`src/sv/aass_pkg.sv`:
```
// Shared types, constants and helper functions for the averaging seven-segment scanner.
package aass_pkg;

   localparam int unsigned SWITCH_W    = 3;
   localparam int unsigned SAMPLE_W    = 10;
   localparam int unsigned AVG_W       = 10;
   localparam int unsigned SEG_W       = 8;
   localparam int unsigned DIGIT_COUNT = 4;
   localparam int unsigned DIGIT_W     = 4;
   localparam int unsigned POS_W       = 2;
   localparam int unsigned POINT_BIT   = 7;

   localparam logic [SWITCH_W-1:0] MODE_TEST            = 3'd1;
   localparam logic [SWITCH_W-1:0] MODE_POINT_HUNDREDS  = 3'd2;
   localparam logic [SWITCH_W-1:0] MODE_POINT_THOUSANDS = 3'd4;

   localparam logic [POS_W-1:0] POS_HUNDREDS  = 2'd2;
   localparam logic [POS_W-1:0] POS_THOUSANDS = 2'd3;

   localparam logic [SEG_W-1:0]       SEG_BLANK   = 8'hFF;
   localparam logic [DIGIT_COUNT-1:0] ENABLES_OFF = 4'hF;

   localparam logic [SEG_W-1:0] SEG_FONT [16] = '{
      8'hC0, 8'hF9, 8'hA4, 8'hB0, 8'h99, 8'h92, 8'h82, 8'hD8,
      8'h80, 8'h90, 8'h88, 8'h83, 8'hC6, 8'hA1, 8'h86, 8'h8E
   };

   typedef logic [DIGIT_W-1:0] digit_type;
   typedef digit_type [DIGIT_COUNT-1:0] digits_type;

   // Item handed from the averaging stage to the display stage.
   typedef struct packed {
      logic [SWITCH_W-1:0] switches;
      logic                avg_new;
      logic [AVG_W-1:0]    avg;
   } mid_type;

   function automatic logic [SEG_W-1:0] seg_pattern(input digit_type digit,
                                                    input logic point_lit);
      logic [SEG_W-1:0] pat;
      pat            = SEG_FONT[digit];
      pat[POINT_BIT] = ~point_lit;
      return pat;
   endfunction

   // Splits an average below 1024 into decimal digits, ones first.
   // Divisions by 100 and 10 use reciprocal multiplies that are exact in this range.
   function automatic digits_type split_digits(input logic [AVG_W-1:0] avg);
      logic [AVG_W-1:0] rem1;
      logic [15:0]      prod_h;
      digit_type        hund;
      logic [6:0]       rem2;
      logic [14:0]      prod_t;
      digit_type        tens;
      digits_type       d;
      d[3]   = (avg >= 10'd1000) ? 4'd1 : 4'd0;
      rem1   = (avg >= 10'd1000) ? avg - 10'd1000 : avg;
      prod_h = 16'(rem1) * 16'd41;
      hund   = prod_h[15:12];
      rem2   = 7'(rem1 - 10'(hund) * 10'd100);
      prod_t = 15'(rem2) * 15'd205;
      tens   = prod_t[14:11];
      d[2]   = hund;
      d[1]   = tens;
      d[0]   = 4'(rem2 - 7'(tens) * 7'd10);
      return d;
   endfunction

endpackage

```
`src/sv/aass_accum.sv`:
```
// Sample accumulator and constant divider stage that produces each new average.
module aass_accum #(
   parameter int unsigned AVERAGE_SAMPLES = 64
) (
   input  logic                          clock,
   input  logic                          reset,
   input  logic                          advance,
   input  logic [aass_pkg::SWITCH_W-1:0] switches,
   input  logic [aass_pkg::SAMPLE_W-1:0] sample,
   output aass_pkg::mid_type             mid
);

   localparam int unsigned COUNT_W   = $clog2(AVERAGE_SAMPLES);
   localparam int unsigned TOTAL_W   =
      $clog2(AVERAGE_SAMPLES * ((1 << aass_pkg::SAMPLE_W) - 1) + 1);
   localparam int unsigned DIV_SHIFT = TOTAL_W + COUNT_W;
   localparam int unsigned RECIP     =
      ((1 << DIV_SHIFT) + AVERAGE_SAMPLES - 1) / AVERAGE_SAMPLES;
   localparam int unsigned PROD_W    = TOTAL_W + DIV_SHIFT;

   logic [COUNT_W-1:0]   count_ff, count_in;
   logic [TOTAL_W-1:0]   sum_ff, sum_in;
   logic [TOTAL_W-1:0]   total;
   logic [COUNT_W:0]     count_next;
   logic                 full;
   logic [DIV_SHIFT-1:0] recip_v;
   logic [PROD_W-1:0]    prod;
   aass_pkg::mid_type    mid_ff, mid_in;

   assign recip_v = DIV_SHIFT'(RECIP);

   always_comb begin
      total      = sum_ff + TOTAL_W'(sample);
      count_next = (COUNT_W + 1)'(count_ff) + 1'b1;
      full       = count_next >= (COUNT_W + 1)'(AVERAGE_SAMPLES);
      // The rounding error of the reciprocal stays below one step over the whole sum range.
      prod       = PROD_W'(total) * PROD_W'(recip_v);
      sum_in     = full ? '0 : total;
      count_in   = full ? '0 : count_next[COUNT_W-1:0];
      mid_in.switches = switches;
      mid_in.avg_new  = full;
      mid_in.avg      = prod[DIV_SHIFT +: aass_pkg::AVG_W];
   end

   always_ff @(posedge clock) begin
      if (reset) begin
         count_ff <= '0;
         sum_ff   <= '0;
      end else if (advance) begin
         count_ff <= count_in;
         sum_ff   <= sum_in;
      end
   end

   always_ff @(posedge clock) begin
      if (advance) begin
         mid_ff <= mid_in;
      end
   end

   assign mid = mid_ff;

endmodule

```
`src/sv/aass_display.sv`:
```
// Digit store, scan position and segment decoding stage of the display.
module aass_display (
   input  logic                             clock,
   input  logic                             reset,
   input  logic                             advance,
   input  aass_pkg::mid_type                mid,
   output logic [aass_pkg::SEG_W-1:0]       segments,
   output logic [aass_pkg::DIGIT_COUNT-1:0] digit_enables,
   output logic                             led_mode_two,
   output logic                             led_mode_four
);

   aass_pkg::digits_type                digits_ff, digits_in;
   logic [aass_pkg::POS_W-1:0]          scan_ff, scan_in;
   logic [aass_pkg::SEG_W-1:0]          segments_ff, segments_in;
   logic [aass_pkg::DIGIT_COUNT-1:0]    enables_ff, enables_in;
   logic                                led_two_ff, led_two_in;
   logic                                led_four_ff, led_four_in;
   aass_pkg::digit_type                 cur_digit;

   always_comb begin
      // A freshly finished average is shown in the same item.
      digits_in   = mid.avg_new ? aass_pkg::split_digits(mid.avg) : digits_ff;
      cur_digit   = digits_in[scan_ff];
      enables_in  = ~(aass_pkg::DIGIT_COUNT'(1) << scan_ff);
      scan_in     = scan_ff + 1'b1;
      led_two_in  = mid.switches == aass_pkg::MODE_POINT_HUNDREDS;
      led_four_in = mid.switches == aass_pkg::MODE_POINT_THOUSANDS;
      unique case (mid.switches)
         aass_pkg::MODE_TEST: begin
            segments_in = aass_pkg::seg_pattern(aass_pkg::DIGIT_W'(scan_ff), 1'b1);
         end
         aass_pkg::MODE_POINT_HUNDREDS: begin
            segments_in = aass_pkg::seg_pattern(cur_digit,
                                                scan_ff == aass_pkg::POS_HUNDREDS);
         end
         aass_pkg::MODE_POINT_THOUSANDS: begin
            segments_in = aass_pkg::seg_pattern(cur_digit,
                                                scan_ff == aass_pkg::POS_THOUSANDS);
         end
         default: begin
            segments_in = aass_pkg::SEG_BLANK;
            enables_in  = aass_pkg::ENABLES_OFF;
            scan_in     = '0;
         end
      endcase
   end

   always_ff @(posedge clock) begin
      if (reset) begin
         digits_ff <= '0;
         scan_ff   <= '0;
      end else if (advance) begin
         digits_ff <= digits_in;
         scan_ff   <= scan_in;
      end
   end

   always_ff @(posedge clock) begin
      if (advance) begin
         segments_ff <= segments_in;
         enables_ff  <= enables_in;
         led_two_ff  <= led_two_in;
         led_four_ff <= led_four_in;
      end
   end

   assign segments      = segments_ff;
   assign digit_enables = enables_ff;
   assign led_mode_two  = led_two_ff;
   assign led_mode_four = led_four_ff;

endmodule

```
`src/sv/adc_average_sevenseg_scan.sv`:
```
// Top level of the averaging converter readout on a scanned four-digit display.
//
// Each item on the req_ channel is one scan step: a 3-bit switch word and one
// 10-bit converter sample. Each accepted item yields exactly one item on the
// rsp_ channel: the active-low segment pattern and digit enables for at most one digit
// of a common-anode display, plus the two mode LEDs.
// Samples are summed in blocks of AVERAGE_SAMPLES; the last sample of a block
// completes the average, which is shown from that same item on.
// The pipeline has three register stages: input register, accumulator and
// divider, then digit split and segment decode. One item is taken every cycle
// while rsp_stall is low, a rate set by the accumulator's sum and count
// registers feeding back on themselves.
// When the receiver raises rsp_stall, the result holds and the stages behind it
// keep filling until each is occupied; only then is req_stall raised.
// Synchronous reset empties the pipeline, clears the running sum and count,
// sets all shown digits to zero and returns the scan to the ones digit.
module adc_average_sevenseg_scan #(
   parameter int unsigned AVERAGE_SAMPLES = 64
) (
   input  logic                             clock,
   input  logic                             reset,
   input  logic                             req_valid,
   output logic                             req_stall,
   input  logic [aass_pkg::SWITCH_W-1:0]    req_switches,
   input  logic [aass_pkg::SAMPLE_W-1:0]    req_adc_sample,
   output logic                             rsp_valid,
   input  logic                             rsp_stall,
   output logic [aass_pkg::SEG_W-1:0]       rsp_segments,
   output logic [aass_pkg::DIGIT_COUNT-1:0] rsp_digit_enables,
   output logic                             rsp_led_mode_two,
   output logic                             rsp_led_mode_four
);

   logic                          in_valid_ff, mid_valid_ff, rsp_valid_ff;
   logic [aass_pkg::SWITCH_W-1:0] in_switches_ff;
   logic [aass_pkg::SAMPLE_W-1:0] in_sample_ff;
   logic                          in_load, mid_load, out_load;
   aass_pkg::mid_type             mid;

   always_comb begin
      out_load  = mid_valid_ff && (!rsp_valid_ff || !rsp_stall);
      mid_load  = in_valid_ff && (!mid_valid_ff || out_load);
      req_stall = in_valid_ff && !mid_load;
      in_load   = req_valid && !req_stall;
   end

   always_ff @(posedge clock) begin
      if (reset) begin
         in_valid_ff  <= 1'b0;
         mid_valid_ff <= 1'b0;
         rsp_valid_ff <= 1'b0;
      end else begin
         if (in_load || mid_load) begin
            in_valid_ff <= in_load;
         end
         if (mid_load || out_load) begin
            mid_valid_ff <= mid_load;
         end
         if (out_load || !rsp_stall) begin
            rsp_valid_ff <= out_load;
         end
      end
   end

   always_ff @(posedge clock) begin
      if (in_load) begin
         in_switches_ff <= req_switches;
         in_sample_ff   <= req_adc_sample;
      end
   end

   aass_accum #(
      .AVERAGE_SAMPLES(AVERAGE_SAMPLES)
   ) u_accum (
      .clock   (clock),
      .reset   (reset),
      .advance (mid_load),
      .switches(in_switches_ff),
      .sample  (in_sample_ff),
      .mid     (mid)
   );

   aass_display u_display (
      .clock        (clock),
      .reset        (reset),
      .advance      (out_load),
      .mid          (mid),
      .segments     (rsp_segments),
      .digit_enables(rsp_digit_enables),
      .led_mode_two (rsp_led_mode_two),
      .led_mode_four(rsp_led_mode_four)
   );

   assign rsp_valid = rsp_valid_ff;

   // At most one digit is ever driven.
   assert property (@(posedge clock) disable iff (reset)
      rsp_valid |-> $countones(~rsp_digit_enables) <= 1)
      else $error("more than one digit enabled");

   // A dark display must carry no lit segment.
   assert property (@(posedge clock) disable iff (reset)
      (rsp_valid && rsp_digit_enables == aass_pkg::ENABLES_OFF)
         |-> rsp_segments == aass_pkg::SEG_BLANK)
      else $error("segments lit while all digits are off");

   // The input side only stalls while its register holds an item.
   assert property (@(posedge clock) disable iff (reset)
      req_stall |-> in_valid_ff)
      else $error("input stalled with an empty input register");

   // The two mode LEDs never light together.
   assert property (@(posedge clock) disable iff (reset)
      rsp_valid |-> !(rsp_led_mode_two && rsp_led_mode_four))
      else $error("both mode LEDs lit");

endmodule

```
`config.mk`:
```
export PLATFORM = sky130hd
export DESIGN_NAME = adc_average_sevenseg_scan
export DESIGN_NICKNAME = d
export VERILOG_FILES = /design/src/sv/aass_pkg.sv /design/src/sv/aass_accum.sv /design/src/sv/aass_display.sv /design/src/sv/adc_average_sevenseg_scan.sv
export SDC_FILE = /design/constraint.sdc
export NUM_CORES = 1
export LEC_CHECK = 0
export ABC_AREA = 1
export BUFFER_PORTS_ARGS = -buffer_cell sky130_fd_sc_hd__clkbuf_2
export CAP_MARGIN = 20
export CORE_ASPECT_RATIO = 2
export CORE_UTILIZATION = 45
export DETAILED_ROUTE_END_ITERATION = 10
export HOLD_SLACK_MARGIN = 0.12
export MAX_ROUTING_LAYER = met4
export PLACE_DENSITY = 0.67
export SLEW_MARGIN = 20
export SYNTH_ARGS = -nofsm -noshare
export SYNTH_HDL_FRONTEND = slang
export SYNTH_SLANG_ARGS = --single-unit
```
`constraint.sdc`:
```
create_clock -name clock -period 10 [get_ports clock]
set_input_delay 2 -clock clock [delete_from_list [all_inputs] [get_ports clock]]
set_output_delay 2 -clock clock [all_outputs]
set_load 0.01 [all_outputs]
```
== Word-level counts from Yosys, hierarchy flattened ==
Memory sizes are Yosys's and may differ from the RTL's.
Index checks and enable logic that the tools add are counted.
Word-level totals
  input port bits: 17
  register bits after elaboration: 84
  output and inout port bits: 16
  memories: 2
  memory bits (read-only): 256
Memory list
  (no name shown): depth 16, width 8, rd ports 1, clocked after memory_dff 0, wr ports 0, line aass_pkg.sv:41  | pat = SEG_FONT[digit];
  (no name shown): depth 16, width 8, rd ports 1, clocked after memory_dff 0, wr ports 0, line aass_pkg.sv:41
Operators by class
  multiplexer cells: 13
  bitwise gates (word level): 5
  add/subtract/negate cells: 6
  eq/ne operators: 5
  reductions and logical operators: 15
  $lt $le $gt $ge: 5
  multiply operators: 4
  shift-type cells: 1
Operators by type and width (number)
  2-to-1 mux 16 bit: 2
  2-to-1 mux 7 bit: 4
  case mux 8 bit (3 select lines): 1
  adder 16 x 10 -> 16 bit: 1
  multiplier 10 x 6 -> 16 bit, second input constant: 1
  multiplier 7 x 8 -> 15 bit, second input constant: 1
  greater-or-equal comparator 10 bit, second input constant: 1
  greater-or-equal comparator 5 bit, second input constant: 2
  2-to-1 mux 10 bit: 1
  subtractor 10 bit, second input constant: 1
  binary-select mux 4 bit (select 2 bit): 1
  adder 6 x 1 -> 7 bit, second input constant: 1
  greater-or-equal comparator 7 bit, second input constant: 1
  subtractor 7 bit: 1
  2-to-1 mux 6 bit: 1
  logical NOT 1 bit: 5
  logical OR 1 bit: 5
  multiplier 4 x 5 -> 5 bit, second input constant: 1
  inverter 2 -> 5 bit: 1
  inverter 4 -> 5 bit: 1
  == test 2 bit, second input constant: 2
  logical AND 1 bit: 4
  multiplier 4 x 3 -> 3 bit, second input constant: 1
  2-to-1 mux 4 bit: 1
  other kinds (12): 13

== Logic depth before layout (Yosys ltp) ==
  depth after elaboration: 16
  depth in mapped cells: 57
  mapped depth without buffers: 57

== Hierarchy ==
A second synthesis with hierarchy kept.
Second synthesis, totals
  cell total of the unflattened synthesis: 827
  area total of the unflattened synthesis: 6557.5 µm²
By module, submodules not included
  aass_display: instances 1, cells an instance 527, seq. area each 780.7 µm², area each 3990.1 µm²
  aass_accum: instances 1, cells an instance 269, seq. area each 860.8 µm², area each 2048.2 µm²
  adc_average_sevenseg_scan: instances 1, cells an instance 31, seq. area each 450.4 µm², area each 519.2 µm²

== Worst setup path after synthesis ==
No wires, ideal clock.
  path kind: reg2reg
  start point: register u_accum.mid_ff, in the netlist u_accum.mid[3]
  end point: register u_display.segments_ff, in the netlist u_display.segments[1] (data pin)
  data arrival time: 8.351 ns
  data required time: 9.737 ns
  cell stages (with the launch flop): 52
  setup slack: 1.386 ns
  buffers on the path: 0
  path through: edfxtp_1 > inv_1 > ha_1 > o21ai_0 > ha_1 > inv_1 > fa_1 > inv_1 > ha_1 > ha_1 > nand3_1 > nor2_1 > nand3_1 > nand2_1 > nand2_1 > nand2_2 > xor2_2 > ha_1 > (+16 left out) > nand2_1 > o2111ai_1 > nor2_1 > nor2_1 > inv_1 > fa_1 > xnor2_1 > inv_1 > nand2_1 > nand2_1 > nand2_1 > nand3_1 > nand2_2 > nand3_4 > nand2_4 > o21ai_0 > nand3_1 > nand2_1
Between the ends
  word-level cells in the longest chain between the ends: 16
  elaborated cells on any way between the ends: 18
  those cells by class: add/sub: 3; mul: 4; order compare: 1; mux: 8; bitwise: 1; memory: 1
RTL lines
  start: declaration: line aass_accum.sv:28  | aass_pkg::mid_type mid_ff, mid_in;
  start signal: assignment: line aass_accum.sv:57  | mid_ff <= mid_in;
  subtractor 10 bit or greater-or-equal comparator 10 bit (tied branches): line aass_pkg.sv:57, aass_pkg.sv:56
  2-to-1 mux 10 bit: line aass_pkg.sv:57  | rem1 = (avg >= 10'd1000) ? avg - 10'd1000 : avg;
  multiplier 10 x 6 -> 16 bit: line aass_pkg.sv:58  | prod_h = 16'(rem1) * 16'd41;
  multiplier 4 x 5 -> 5 bit: line aass_pkg.sv:60  | rem2 = 7'(rem1 - 10'(hund) * 10'd100);
  subtractor 7 bit: line aass_pkg.sv:60
  multiplier 7 x 8 -> 15 bit: line aass_pkg.sv:61  | prod_t = 15'(rem2) * 15'd205;
  multiplier 4 x 3 -> 3 bit: line aass_pkg.sv:65  | d[0] = 4'(rem2 - 7'(tens) * 7'd10);
  subtractor 4 bit: line aass_pkg.sv:65
  2-to-1 mux 16 bit *: line aass_display.sv:23  | digits_in = mid.avg_new ? aass_pkg::split_digits(mid.avg) : digits_ff;
  binary-select mux 4 bit (select 2 bit) *: line aass_display.sv:24  | cur_digit = digits_in[scan_ff];
  2-to-1 mux 4 bit (implied by the code) *: line aass_display.sv:24
  inverter 4 -> 5 bit (implied by the code) *: line aass_pkg.sv:41
  memory read (16 x 8 bit) *
  2-to-1 mux 7 bit (implied by the code) * (2 in a row): line aass_pkg.sv:41
  case mux 8 bit (3 select lines) *: line aass_display.sv:29  | unique case (mid.switches)
  via u_display.segments_in (one bit): line aass_display.sv:15  | logic [aass_pkg::SEG_W-1:0] segments_ff, segments_in;
  end signal: assignment: line aass_display.sv:61  | segments_ff <= segments_in;
  end: declaration: line aass_display.sv:15
The timed path passes the listed nets; every way through them passes the cells marked *. The select of a mux whose other input is x is not followed.
A chain may end at the register's enable or synchronous reset.

== Worst setup path in the final report ==
Same ends and word-level chain as after synthesis.

==> metrics.txt <==
status=completed; dpl hpwl=roughly 11000 um; sequential fraction of the synthesis area=33.37%; ys async rst share=0%; cells on worst reg2reg path=51; Worst Setup SP=u_accum.mid[3]$_DFFE_PP_; Starting Density=a little under half; met3 usage=around 2.4%; Buffers on Ports=32; largest family of logic cells by synthesized area=adder cells; Setup Skew=between 0.01 and 0.015 ns; crit path DAT=slightly above 9 ns; post-synthesis register bit count=84; Max-slew headroom=around 33%; Synth area leader=edfxtp_1; crit path capture=u_display.segments[1]$_DFFE_PP_; setup repair after global routing missed its margin=false; met1 global-route usage=18.23%; endpoints failing hold=0; Worst Tran Pin Value=slightly above 1 ns; 1st-iter DRT viols=roughly 250; antenna violations before repair=0; met2 Track Usage GR=40.17%; fin crit share=between 90% and 100%; simple-gate share of the synthesized area=19.62%; clk buf depth=2; DRT antenna net count=0; Max Slew Vio Count=0; cells after synthesis=around 740; cell type of the slowest stage on the worst timing path=fa_1; top cells by count, synth=148 x nand2_1, 104 x inv_1, 97 x ha_1, 61 x a21oi_1, 47 x nor2_1; CTS clk-pin slew, worst paths=~0.070 ns; Sink Count=84; Resize count post-CTS=0; DRT Wirelength=13260 um; via count=approximately 5000; crit start category=flip-flop; setup_tns=0 ns; die area=around 14000 um2; die span in y=168.9 um; CP Max Fanout=10; Reg2Reg Setup Slack=a little under 0.8 ns; Crit. End Element=flip-flop; CTS root buf=clkbuf_16; Yosys Warn Count=0; most instantiated library cell after synthesis=nand2_1; core footprint=13510 um2; top_reg_cell synth=dfxtp_1; Residual DRC=0; Post-synth EDFFs=just over 40; total gr overflow=0; Max-Cap Viols=0; TritonCTS clock tree=done; Synth Area in Adders=between 20% and 30%; Vias per Instance=approximately 5.3; Syn Std Cell Area=roughly 6300 um2; num rows=60; top post-synthesis cells by area=edfxtp_1 20%, ha_1 19%, dfxtp_1 14%; I/O Pins=33; xor-xnor portion of the synthesized cell area=around 3.3%; Post-Syn Area per Cell=8.425 um2; first-pass GRT wire length=around 22000 um; Yosys cell types=48; Setup Viol. Count Final=0; RR Startpoint=u_accum.mid[3]$_DFFE_PP_; Post-Syn Nets=873; worst setup path class=reg -> reg; Worst-Skew Late Latency=between 0.3 and 0.4 ns; mux cell area share after synthesis=0.1597%; routed len/inst=between 10 and 15 um; Layout Area Growth over Synthesis=9.980%; Placer Congestion=about 0.9; H-tree depth=3; Worst Path Required=just over 10 ns; CTS Buf Count=9; setup bufs post-CTS=0; die width=85.46 um; min Tclk post-route=slightly above 9 ns; DRT Pass-1 Iters=4; Hold WC Path Type=reg -> reg; worst r2r dst=u_display.segments[1]$_DFFE_PP_; largest net degree at the start of global routing=31; ANT cells=0; vias in the first global route=between 5000 and 6000; nets=between 900 and 1000; GRT Total Usage=20.25%; post-synthesis compound-gate area fraction=11.84%; Yosys top cell area share=approximately a fifth; grt peak-use layer=met2; layout cells sized above 1=between 10% and 20%; slowest stage delay, CP=0.48 ns; Max Freq=approximately 110 MHz; CTS hold repair buffers=0
==> worst max-delay path: cells and delay by family, from the launching register on <==
kind / cells / cell delay, ns
simple gates: 21 / 1.81
flops: 1 / 0.42
buf+inv: 8 / 0.62
xor+xnor: 4 / 0.78
fa+ha+maj: 14 / 4.57
compound gates: 4 / 0.76
==> placed cells by master, fill, tap and decap left out, types with 2 or more instances in the layout <==
master / instances
nor3_1: 6
clkbuf_16: 9
clkinv_1: 2
a21oi_1: 61
nand2_4: 4
nand3_1: 39
nand2_1: 148
inv_2: 3
xor2_1: 16
nor2_4: 2
clkbuf_2: 32
a21oi_2: 2
o211ai_1: 4
a21o_1: 2
nor2_1: 46
xnor2_1: 4
dfxtp_1: 43
fa_1: 15
buf_4: 2
o21ai_1: 4
clkinvlp_4: 2
o21bai_1: 4
inv_1: 104
or2_2: 2
xor2_2: 2
ha_1: 97
nor2_2: 4
o21ai_2: 2
nand2_2: 14
a211oi_1: 4
o21ai_0: 33
nand3b_1: 2
nand4_1: 4
a21boi_2: 2
edfxtp_1: 41
==> metal layers <==
layer  wire length, um  vias to the layer above
li1                  -                     2538
met1              4768                     2325
met2              7727                       81
met3               207                       43
met4               554                        0
met5                 0                        -
==> metrics by stage <==
step | setup WS (ns) | area (um2) | cells | util, % | hold slack [ns]
5_1_grt | 0.01909 | 6894 | 936 | 51.02 | 0.4322
2_1_floorplan | 1.386 | 6269 | 744 | - | 0.4003
3_5_place_dp | 0.5808 | 6583 | 920 | 48.71 | 0.4057
6_report | 0.7720 | 6894 | 936 | 51.02 | 0.4226
3_3_place_gp | 0.7734 | 6583 | 920 | 48.71 | 0.4009
4_1_cts | 0.5768 | 6892 | 936 | 51.00 | 0.4218
==> sequential cells by signal, indices dropped and copies added (netlist names) <==
name / flops
u_accum.sum_ff: 16
in_switches_ff: 3
u_display.digit_enables: 4
u_display.led_mode_four: 1
u_display.scan_ff: 2
u_accum.count_ff: 6
u_display.segments: 8
in_valid_ff: 1
rsp_valid: 1
in_sample_ff: 10
u_display.digits_ff: 16
mid_valid_ff: 1
u_accum.mid: 14
u_display.led_mode_two: 1
==> logic make-up (layout without fill, tap and decap cells) <==
family / after synthesis / count (layout)
AO/OA/AOI/OAI: 127 / 127
XOR/XNOR: 22 / 22
adder cells (fa/ha/maj): 112 / 112
buffers and inverters: 123 / 160
flip-flops: 84 / 84
multiplexers: 1 / 1
AND/OR/NAND/NOR: 275 / 275
==> area by class of cell <==
class / count / area, um2
multi-input cells: 537 / 3706
well taps: 155 / 193.9
repair buffers: 34 / 175.2
flip-flops and latches: 84 / 2092
clock buffers: 10 / 239.0
clock inverters: 6 / 70.07
fillers: 1324 / 6619
inverters: 110 / 417.9
==> worst min-delay path by stage <==
stage | end | start | slack [ns] | depth (start not counted)
after floorplan | u_accum.mid[11]$_DFFE_PP_ | in_switches_ff[0]$_DFFE_PP_ | 0.40 | 0
after global placement | u_accum.mid[12]$_DFFE_PP_ | in_switches_ff[1]$_DFFE_PP_ | 0.40 | 0
after detailed placement | u_accum.mid[12]$_DFFE_PP_ | in_switches_ff[1]$_DFFE_PP_ | 0.41 | 0
after CTS | u_accum.mid[12]$_DFFE_PP_ | in_switches_ff[1]$_DFFE_PP_ | 0.42 | 0
after global routing | u_accum.mid[13]$_DFFE_PP_ | in_switches_ff[2]$_DFFE_PP_ | 0.43 | 0
final | u_accum.mid[12]$_DFFE_PP_ | in_switches_ff[1]$_DFFE_PP_ | 0.42 | 0
Power is left out: the tool's default activity adds up to more than one toggle a clock period on the data nets, which glitch-free logic cannot reach.
